$ cat src/sv/ptrs_pkg.sv
// ptrs_pkg: shared types, constants and helper functions for the pixel tint rotate scanner
// no dependencies; used by every module of the block by scoped names
package ptrs_pkg;

    // largest frame side handled by the scan counters
    localparam int MAX_DIM  = 512;
    localparam int CNT_W    = $clog2(MAX_DIM);
    localparam int DIM_W    = $clog2(MAX_DIM + 1);
    localparam int CMP_W    = DIM_W + 1;

    // fixed field widths
    localparam int CHAN_W   = 8;
    localparam int COORD_W  = 10;
    localparam int THR_W    = 9;
    localparam int TINT_W   = 24;
    localparam int TURN_W   = 2;
    localparam int FDIM_W   = 10;
    localparam int ORG_W    = 9;
    localparam int CFG_IDX_W  = 3;
    localparam int CFG_DATA_W = 24;

    localparam int CHAN_MAX = 255;

    // register indexes of the configuration port
    localparam logic [CFG_IDX_W-1:0] CFG_NOISE_THRESHOLD = 3'd0;
    localparam logic [CFG_IDX_W-1:0] CFG_TINT            = 3'd1;
    localparam logic [CFG_IDX_W-1:0] CFG_QUARTER_TURNS   = 3'd2;
    localparam logic [CFG_IDX_W-1:0] CFG_FRAME_WIDTH     = 3'd3;
    localparam logic [CFG_IDX_W-1:0] CFG_FRAME_HEIGHT    = 3'd4;
    localparam logic [CFG_IDX_W-1:0] CFG_ORIGIN_X        = 3'd5;
    localparam logic [CFG_IDX_W-1:0] CFG_ORIGIN_Y        = 3'd6;

    // rotation codes
    localparam logic [TURN_W-1:0] TURN_0   = 2'd0;
    localparam logic [TURN_W-1:0] TURN_90  = 2'd1;
    localparam logic [TURN_W-1:0] TURN_180 = 2'd2;
    localparam logic [TURN_W-1:0] TURN_270 = 2'd3;

    // register reset values
    localparam logic [TINT_W-1:0] TINT_RESET   = 24'hFFFFFF;
    localparam logic [FDIM_W-1:0] WIDTH_RESET  = 10'd64;
    localparam logic [FDIM_W-1:0] HEIGHT_RESET = 10'd32;

    typedef logic [CHAN_W-1:0]  t_chan;
    typedef logic [COORD_W-1:0] t_coord;
    typedef logic [CNT_W-1:0]   t_cnt;
    typedef logic [DIM_W-1:0]   t_dim;

    // geometry seen by the coordinate mapper
    typedef struct packed {
        logic [TURN_W-1:0] turns;
        t_dim              width;
        t_dim              height;
        logic [ORG_W-1:0]  origin_x;
        logic [ORG_W-1:0]  origin_y;
    } t_geom;

    // zero side reads as one, oversized side saturates
    function automatic t_dim clamp_dim(logic [FDIM_W-1:0] v);
        t_dim res;
        if (v == '0) begin
            res = t_dim'(1);
        end else if (32'(v) > 32'(MAX_DIM)) begin
            res = t_dim'(MAX_DIM);
        end else begin
            res = t_dim'(v);
        end
        return res;
    endfunction

    // truncating divide by 255 for a product of two bytes
    function automatic t_chan div255(logic [2*CHAN_W-1:0] p);
        logic [2*CHAN_W-1:0] q;
        logic [2*CHAN_W-1:0] rem;
        q   = (p + (p >> CHAN_W)) >> CHAN_W;
        rem = p - ((q << CHAN_W) - q);
        if (rem >= (2*CHAN_W)'(CHAN_MAX)) begin
            q = q + 1'b1;
        end
        return q[CHAN_W-1:0];
    endfunction

endpackage

$ cat src/sv/pixel_tint_rotate_scanner_core.sv
// pixel_tint_rotate_scanner_core: top level, config registers, scan counters and pipeline
// depends on ptrs_pkg, ptrs_shade, ptrs_coord
//
//  channel   valid / ready              payload
//  in        i_in_valid / o_in_ready    i_in_red, i_in_green, i_in_blue
//  out       o_out_valid / i_out_ready  o_dest_col, o_dest_row, o_out_red/green/blue
//  cfg       i_cfg_valid / o_cfg_ready  i_cfg_index, i_cfg_data
//
// one beat per clock while the output is not stalled: an input register then a result register
// scan counters advance when an input beat is taken; black-after-scaling pixels are dropped
// synchronous active-low reset clears valids, counters and config registers
// a stalled output still lets one beat wait in the input register
module pixel_tint_rotate_scanner_core (
    input  logic                                i_clk,
    input  logic                                i_rst_n,
    input  logic                                i_in_valid,
    output logic                                o_in_ready,
    input  ptrs_pkg::t_chan                     i_in_red,
    input  ptrs_pkg::t_chan                     i_in_green,
    input  ptrs_pkg::t_chan                     i_in_blue,
    output logic                                o_out_valid,
    input  logic                                i_out_ready,
    output ptrs_pkg::t_coord                    o_dest_col,
    output ptrs_pkg::t_coord                    o_dest_row,
    output ptrs_pkg::t_chan                     o_out_red,
    output ptrs_pkg::t_chan                     o_out_green,
    output ptrs_pkg::t_chan                     o_out_blue,
    input  logic                                i_cfg_valid,
    output logic                                o_cfg_ready,
    input  logic [ptrs_pkg::CFG_IDX_W-1:0]      i_cfg_index,
    input  logic [ptrs_pkg::CFG_DATA_W-1:0]     i_cfg_data
);

    logic [ptrs_pkg::THR_W-1:0]  r_threshold;
    logic [ptrs_pkg::TINT_W-1:0] r_tint;
    logic [ptrs_pkg::TURN_W-1:0] r_turns;
    logic [ptrs_pkg::FDIM_W-1:0] r_frame_w;
    logic [ptrs_pkg::FDIM_W-1:0] r_frame_h;
    logic [ptrs_pkg::ORG_W-1:0]  r_origin_x;
    logic [ptrs_pkg::ORG_W-1:0]  r_origin_y;

    ptrs_pkg::t_cnt   r_scan_col;
    ptrs_pkg::t_cnt   r_scan_row;
    ptrs_pkg::t_cnt   n_scan_col;
    ptrs_pkg::t_cnt   n_scan_row;

    logic             r_s1_valid;
    ptrs_pkg::t_chan  r_s1_red;
    ptrs_pkg::t_chan  r_s1_green;
    ptrs_pkg::t_chan  r_s1_blue;
    ptrs_pkg::t_cnt   r_s1_col;
    ptrs_pkg::t_cnt   r_s1_row;

    logic             r_out_valid;
    ptrs_pkg::t_coord r_dest_col;
    ptrs_pkg::t_coord r_dest_row;
    ptrs_pkg::t_chan  r_out_red;
    ptrs_pkg::t_chan  r_out_green;
    ptrs_pkg::t_chan  r_out_blue;

    ptrs_pkg::t_geom  geom;
    ptrs_pkg::t_dim   scan_w;
    ptrs_pkg::t_dim   scan_h;
    logic             swap;
    logic             in_take;
    logic             s2_free;
    logic             cfg_take;

    ptrs_pkg::t_chan  sh_red;
    ptrs_pkg::t_chan  sh_green;
    ptrs_pkg::t_chan  sh_blue;
    logic             sh_nonzero;
    ptrs_pkg::t_coord map_col;
    ptrs_pkg::t_coord map_row;

    // handshakes
    assign o_cfg_ready = 1'b1;
    assign cfg_take    = i_cfg_valid && o_cfg_ready;
    assign s2_free     = !r_out_valid || i_out_ready;
    assign o_in_ready  = !r_s1_valid || s2_free;
    assign in_take     = i_in_valid && o_in_ready;

    // configuration registers
    always_ff @(posedge i_clk) begin
        if (!i_rst_n) begin
            r_threshold <= '0;
            r_tint      <= ptrs_pkg::TINT_RESET;
            r_turns     <= ptrs_pkg::TURN_0;
            r_frame_w   <= ptrs_pkg::WIDTH_RESET;
            r_frame_h   <= ptrs_pkg::HEIGHT_RESET;
            r_origin_x  <= '0;
            r_origin_y  <= '0;
        end else if (cfg_take) begin
            unique case (i_cfg_index)
                ptrs_pkg::CFG_NOISE_THRESHOLD: r_threshold <= i_cfg_data[ptrs_pkg::THR_W-1:0];
                ptrs_pkg::CFG_TINT:            r_tint      <= i_cfg_data[ptrs_pkg::TINT_W-1:0];
                ptrs_pkg::CFG_QUARTER_TURNS:   r_turns     <= i_cfg_data[ptrs_pkg::TURN_W-1:0];
                ptrs_pkg::CFG_FRAME_WIDTH:     r_frame_w   <= i_cfg_data[ptrs_pkg::FDIM_W-1:0];
                ptrs_pkg::CFG_FRAME_HEIGHT:    r_frame_h   <= i_cfg_data[ptrs_pkg::FDIM_W-1:0];
                ptrs_pkg::CFG_ORIGIN_X:        r_origin_x  <= i_cfg_data[ptrs_pkg::ORG_W-1:0];
                ptrs_pkg::CFG_ORIGIN_Y:        r_origin_y  <= i_cfg_data[ptrs_pkg::ORG_W-1:0];
                default: ;
            endcase
        end
    end

    // clamped geometry and scan frame size
    assign geom.turns    = r_turns;
    assign geom.width    = ptrs_pkg::clamp_dim(r_frame_w);
    assign geom.height   = ptrs_pkg::clamp_dim(r_frame_h);
    assign geom.origin_x = r_origin_x;
    assign geom.origin_y = r_origin_y;

    assign swap   = (r_turns == ptrs_pkg::TURN_90) || (r_turns == ptrs_pkg::TURN_270);
    assign scan_w = swap ? geom.height : geom.width;
    assign scan_h = swap ? geom.width  : geom.height;

    // raster counters over the rotated frame, wrapping at the end
    always_comb begin
        n_scan_col = r_scan_col;
        n_scan_row = r_scan_row;
        if (ptrs_pkg::CMP_W'(r_scan_col) + 1'b1 >= ptrs_pkg::CMP_W'(scan_w)) begin
            n_scan_col = '0;
            if (ptrs_pkg::CMP_W'(r_scan_row) + 1'b1 >= ptrs_pkg::CMP_W'(scan_h)) begin
                n_scan_row = '0;
            end else begin
                n_scan_row = r_scan_row + 1'b1;
            end
        end else begin
            n_scan_col = r_scan_col + 1'b1;
        end
    end

    always_ff @(posedge i_clk) begin
        if (!i_rst_n) begin
            r_scan_col <= '0;
            r_scan_row <= '0;
        end else if (in_take) begin
            r_scan_col <= n_scan_col;
            r_scan_row <= n_scan_row;
        end
    end

    // input register
    always_ff @(posedge i_clk) begin
        if (!i_rst_n) begin
            r_s1_valid <= 1'b0;
        end else if (o_in_ready) begin
            r_s1_valid <= i_in_valid;
        end
    end

    always_ff @(posedge i_clk) begin
        if (in_take) begin
            r_s1_red   <= i_in_red;
            r_s1_green <= i_in_green;
            r_s1_blue  <= i_in_blue;
            r_s1_col   <= r_scan_col;
            r_s1_row   <= r_scan_row;
        end
    end

    // pixel shading and coordinate mapping
    ptrs_shade u_shade (
        .i_red       (r_s1_red),
        .i_green     (r_s1_green),
        .i_blue      (r_s1_blue),
        .i_threshold (r_threshold),
        .i_tint      (r_tint),
        .o_red       (sh_red),
        .o_green     (sh_green),
        .o_blue      (sh_blue),
        .o_nonzero   (sh_nonzero)
    );

    ptrs_coord u_coord (
        .i_geom     (geom),
        .i_scan_col (r_s1_col),
        .i_scan_row (r_s1_row),
        .o_col      (map_col),
        .o_row      (map_row)
    );

    // result register, black pixels are dropped here
    always_ff @(posedge i_clk) begin
        if (!i_rst_n) begin
            r_out_valid <= 1'b0;
        end else if (s2_free) begin
            r_out_valid <= r_s1_valid && sh_nonzero;
        end
    end

    always_ff @(posedge i_clk) begin
        if (s2_free && r_s1_valid && sh_nonzero) begin
            r_dest_col  <= map_col;
            r_dest_row  <= map_row;
            r_out_red   <= sh_red;
            r_out_green <= sh_green;
            r_out_blue  <= sh_blue;
        end
    end

    assign o_out_valid = r_out_valid;
    assign o_dest_col  = r_dest_col;
    assign o_dest_row  = r_dest_row;
    assign o_out_red   = r_out_red;
    assign o_out_green = r_out_green;
    assign o_out_blue  = r_out_blue;

endmodule

$ cat src/sv/ptrs_shade.sv
// ptrs_shade: noise gate and per-channel tint scaling of one pixel
// depends on ptrs_pkg
module ptrs_shade (
    input  ptrs_pkg::t_chan                  i_red,
    input  ptrs_pkg::t_chan                  i_green,
    input  ptrs_pkg::t_chan                  i_blue,
    input  logic [ptrs_pkg::THR_W-1:0]       i_threshold,
    input  logic [ptrs_pkg::TINT_W-1:0]      i_tint,
    output ptrs_pkg::t_chan                  o_red,
    output ptrs_pkg::t_chan                  o_green,
    output ptrs_pkg::t_chan                  o_blue,
    output logic                             o_nonzero
);

    logic                  dark;
    ptrs_pkg::t_chan       g_red;
    ptrs_pkg::t_chan       g_green;
    ptrs_pkg::t_chan       g_blue;
    logic [2*ptrs_pkg::CHAN_W-1:0] p_red;
    logic [2*ptrs_pkg::CHAN_W-1:0] p_green;
    logic [2*ptrs_pkg::CHAN_W-1:0] p_blue;

    // black when every channel sits below the threshold
    assign dark = (ptrs_pkg::THR_W'(i_red)   < i_threshold) &&
                  (ptrs_pkg::THR_W'(i_green) < i_threshold) &&
                  (ptrs_pkg::THR_W'(i_blue)  < i_threshold);

    assign g_red   = dark ? '0 : i_red;
    assign g_green = dark ? '0 : i_green;
    assign g_blue  = dark ? '0 : i_blue;

    // byte products against the tint limits
    assign p_red   = g_red   * i_tint[23:16];
    assign p_green = g_green * i_tint[15:8];
    assign p_blue  = g_blue  * i_tint[7:0];

    assign o_red   = ptrs_pkg::div255(p_red);
    assign o_green = ptrs_pkg::div255(p_green);
    assign o_blue  = ptrs_pkg::div255(p_blue);

    assign o_nonzero = (o_red != '0) || (o_green != '0) || (o_blue != '0);

endmodule

$ cat src/sv/ptrs_coord.sv
// ptrs_coord: maps a scan position to a matrix coordinate for the selected rotation
// depends on ptrs_pkg
module ptrs_coord (
    input  ptrs_pkg::t_geom  i_geom,
    input  ptrs_pkg::t_cnt   i_scan_col,
    input  ptrs_pkg::t_cnt   i_scan_row,
    output ptrs_pkg::t_coord o_col,
    output ptrs_pkg::t_coord o_row
);

    ptrs_pkg::t_coord c;
    ptrs_pkg::t_coord r;
    ptrs_pkg::t_coord ox;
    ptrs_pkg::t_coord oy;
    ptrs_pkg::t_coord far_x;
    ptrs_pkg::t_coord far_y;

    // all arithmetic wraps at the coordinate width
    assign c     = ptrs_pkg::COORD_W'(i_scan_col);
    assign r     = ptrs_pkg::COORD_W'(i_scan_row);
    assign ox    = ptrs_pkg::COORD_W'(i_geom.origin_x);
    assign oy    = ptrs_pkg::COORD_W'(i_geom.origin_y);
    assign far_x = ptrs_pkg::COORD_W'(i_geom.width)  - 1'b1 + ox;
    assign far_y = ptrs_pkg::COORD_W'(i_geom.height) - 1'b1 + oy;

    // rotation select
    always_comb begin
        unique case (i_geom.turns)
            ptrs_pkg::TURN_90: begin
                o_col = far_x - r;
                o_row = c;
            end
            ptrs_pkg::TURN_180: begin
                o_col = far_x - c;
                o_row = far_y - r;
            end
            ptrs_pkg::TURN_270: begin
                o_col = r;
                o_row = far_y - c;
            end
            default: begin
                o_col = ox + c;
                o_row = oy + r;
            end
        endcase
    end

endmodule
$ cat config.mk
export PLATFORM = sky130hd
export DESIGN_NAME = pixel_tint_rotate_scanner_core
export DESIGN_NICKNAME = d
export VERILOG_FILES = /design/src/sv/ptrs_pkg.sv /design/src/sv/pixel_tint_rotate_scanner_core.sv /design/src/sv/ptrs_shade.sv /design/src/sv/ptrs_coord.sv
export SDC_FILE = /design/constraint.sdc
export NUM_CORES = 1
export LEC_CHECK = 0
export BUFFER_PORTS_ARGS = -buffer_cell sky130_fd_sc_hd__buf_2
export CORE_MARGIN = 2
export CORE_UTILIZATION = 50
export CTS_CLUSTER_DIAMETER = 150
export DETAILED_ROUTE_END_ITERATION = 10
export PLACE_DENSITY_LB_ADDON = 0.08
export SETUP_SLACK_MARGIN = 0.15
export SLEW_MARGIN = 20
export SYNTH_ARGS = -nofsm -noshare
export SYNTH_HDL_FRONTEND = slang
export SYNTH_SLANG_ARGS = --single-unit
$ cat constraint.sdc
create_clock -name i_clk -period 18.3 [get_ports i_clk]
set_input_delay 0.915 -clock i_clk [delete_from_list [all_inputs] [get_ports i_clk]]
set_output_delay 0.915 -clock i_clk [all_outputs]
set_load 0.005 [all_outputs]
==> flow_metrics.tcl <==
set metrics [dict create \
    status "finished, final reports clean" \
    drt_pass1_iterations 5 \
    synth_flop_cell "dfxtp_1" \
    hp-start "r_threshold[6]" \
    root_buffer "clkbuf_16" \
    fp.dieH_um 211 \
    clock_skew_ns 0.0158 \
    synth_edf_count 86 \
    required_ns 18.46 \
    antenna_left 0 \
    numCtsBuffers 17 \
    cts_num_sinks 179 \
    critPathLaunchType "flop" \
    hpwl_um 46500 \
    area_growth_pct 7.39 \
    grt_max_degree 125 \
    tritoncts "built" \
    rrSetupSlack_ns 3.68 \
    synth_area_leaders "ha_1 (19%), edfxtp_1 (12%), fa_1 (11%), dfxtp_1 (8.7%), inv_1 (5.9%)" \
    worst_pin_slew_ns 1.05 \
    async_flop_share_pct 0 \
    ff2ff_path_depth 47 \
    die-area_um2 44600 \
    coreArea_um2 42100 \
    viasPerCell 5.86 \
    route.detailed.drc 0 \
    grt_usage_pct 27.4 \
    clkLatencyLatePin_ns 0.50 \
    wirelength_um 58900 \
    fmax_mhz 68.4 \
    syn-num-nets 3022 \
    hold_violations 0 \
    gp_congestion 0.942 \
    h-tree-depth 4 \
    crit_type "reg -> reg" \
    grt-ovfl-total 0 \
    post_cts_resized 0 \
    clock_path_buffers 2 \
    num_rows 75 \
    io_pins 103 \
    finalSetupTns_ns 0 \
    finalSetupViolCount 0 \
    critPathArrivalTime_ns 14.78 \
    ys_seq_elements 179 \
    finalMaxSlewViolations 0 \
    layout-drive-gt1-share_pct 7.20 \
    start_util_pct 50.9 \
    path_common_cell "ha_1" \
    num_vias 18383 \
    synth_area_um2 21500 \
    r2r_start "r_s1_green[6]" \
    die_x_um 211 \
    hold_buffers 0 \
    crit_path_max_incr_delay_ns 0.86 \
    avgRoutedWirePerCell_um 18.8 \
    endpoint_kind "flop" \
    nNetsFinal 3082 \
    synthCells 2525 \
    max_slew_margin_pct 30.1 \
    slowest_stage "nand3_4" \
    post-cts-setup-buffers 0 \
    ys_warn_count 0 \
    clk_pin_slew_worst_paths_ns 0.08 \
    hold_depth 2 \
    worst-path-max-fanout 124 \
    port_buffers 101 \
    whs_endpoint "r_threshold[6]" \
    grt_antenna_before_repair 5 \
    fin_crit_ns 14.62 \
    yosys.area.top_type_share_pct 19.1 \
    syn_area_per_cell_um2 8.50 \
    grt_pass1_wl_um 95700 \
    reg2reg_to "o_dest_col[6]" \
    grt_pass1_vias 18242 \
    ys_seq_area_share_pct 20.7 \
    grt_setup_unrepaired "no" \
    max-cap-violations 0 \
    finalCritPeriodShare_pct 79.9 \
    synthDistinctLibCells 86 \
    yosys.area.top_type "ha_1" \
    hold_path_class "reg -> reg" \
    first_iter_violations 1351 \
]
[kinds of logic after synthesis]
logic type	count (synthesis)	share of synthesized area (%)
AOI/OAI and AO/OA	494	14.9
xor gates and xnor gates	167	6.82
adders and majority gates	441	29.7
buffers and inverters	405	7.18
DFF	179	20.7
muxes	28	1.34
other	1	0.0175
and+or+nand+nor	810	19.3
[routing by layer]
layer  vias up  part of all wire [%]  global-route usage, %
li1       8968                     -                      -
met1      8812                    44                   35.2
met2       488                    47                   46.0
met3       109                   5.6                   5.10
met4         6                   3.0                   10.2
met5         -                 0.073                      0
[cells in the mapped netlist (all sizes together), types with 16 or more instances]
cell	n
inv	335
ha	327
nand2	235
and3	182
a21oi	174
fa	114
xnor2	114
nor2	110
nand3	102
dfxtp	93
edfxtp	86
o21ai	77
clkbuf	63
a21o	61
xor2	53
nor3	33
a31oi	25
a221oi	24
nand2b	24
mux2i	23
o21bai	21
nor2b	20
and2	17
a211oi	16
[worst max-delay path by stage]
| stage | from | to | slack (ns) | cells after the start |
|---|---|---|---|---|
| after floorplan | r_s1_green[6] | o_dest_col[0] | 5.40 | 49 |
| after global placement | r_s1_green[6] | o_dest_col[9] | 4.18 | 47 |
| after detailed placement | r_s1_green[6] | o_dest_col[9] | 3.94 | 47 |
| after CTS | r_s1_green[6] | o_dest_col[6] | 3.88 | 47 |
| after global routing | r_s1_green[6] | o_dest_col[6] | 2.79 | 45 |
| final | r_s1_green[6] | o_dest_col[6] | 3.68 | 47 |
[cell type report]
| cell class | count | area [um^2] |
|---|---|---|
| Sequential cell | 179 | 4440 |
| Fill cell | 3988 | 19100 |
| Clock inverter | 13 | 125 |
| Tap cell | 539 | 674 |
| Clock buffer | 19 | 454 |
| Multi-Input combinational cell | 1941 | 15500 |
| Antenna cell | 2 | 5.00 |
| Timing Repair Buffer | 111 | 581 |
| Inverter | 335 | 1260 |
[registers in the layout, indices dropped and copies added (netlist names), 10 cells and up]
name        cells
o_dest_col     10
o_dest_row     10
r_frame_h      10
r_frame_w      10
r_tint         24
[layout by cell type, fill, tap and decap left out, types with 25 or more instances in the layout]
master / n
a21oi_1: 174
fa_1: 114
o21ai_0: 71
edfxtp_1: 86
buf_2: 101
nand3_1: 101
nor2_1: 108
nor3_1: 31
xnor2_1: 114
nand2_1: 233
xor2_1: 53
inv_1: 333
a21o_1: 61
a31oi_1: 25
dfxtp_1: 93
and3_1: 180
ha_1: 327
[metrics by stage]
stage               cells  util [%]  hold WS, ns  setup WS [ns]  area [um^2]
floorplan            2525         -        0.436           5.40        21500
global placement     3105      53.3        0.445           4.18        22500
detailed placement   3105      53.3        0.449           3.94        22500
CTS                  3137      54.7        0.460           3.88        23000
global route         3138      54.7        0.476           2.79        23000
finish               3139      54.7        0.459           3.68        23000
[critical path, delay by kind of cell, from the launching register on]
kind,cells,cell delay [ns]
adders and majority gates,10,3.95
and+or+nand+nor,15,5.05
xor gates and xnor gates,2,0.29
buffers and inverters,6,0.71
AOI/OAI and AO/OA,14,3.74
DFF,1,0.50
Power is not shown: default switching activity piles up to over one toggle a cycle in this logic, so the estimate is an artifact.
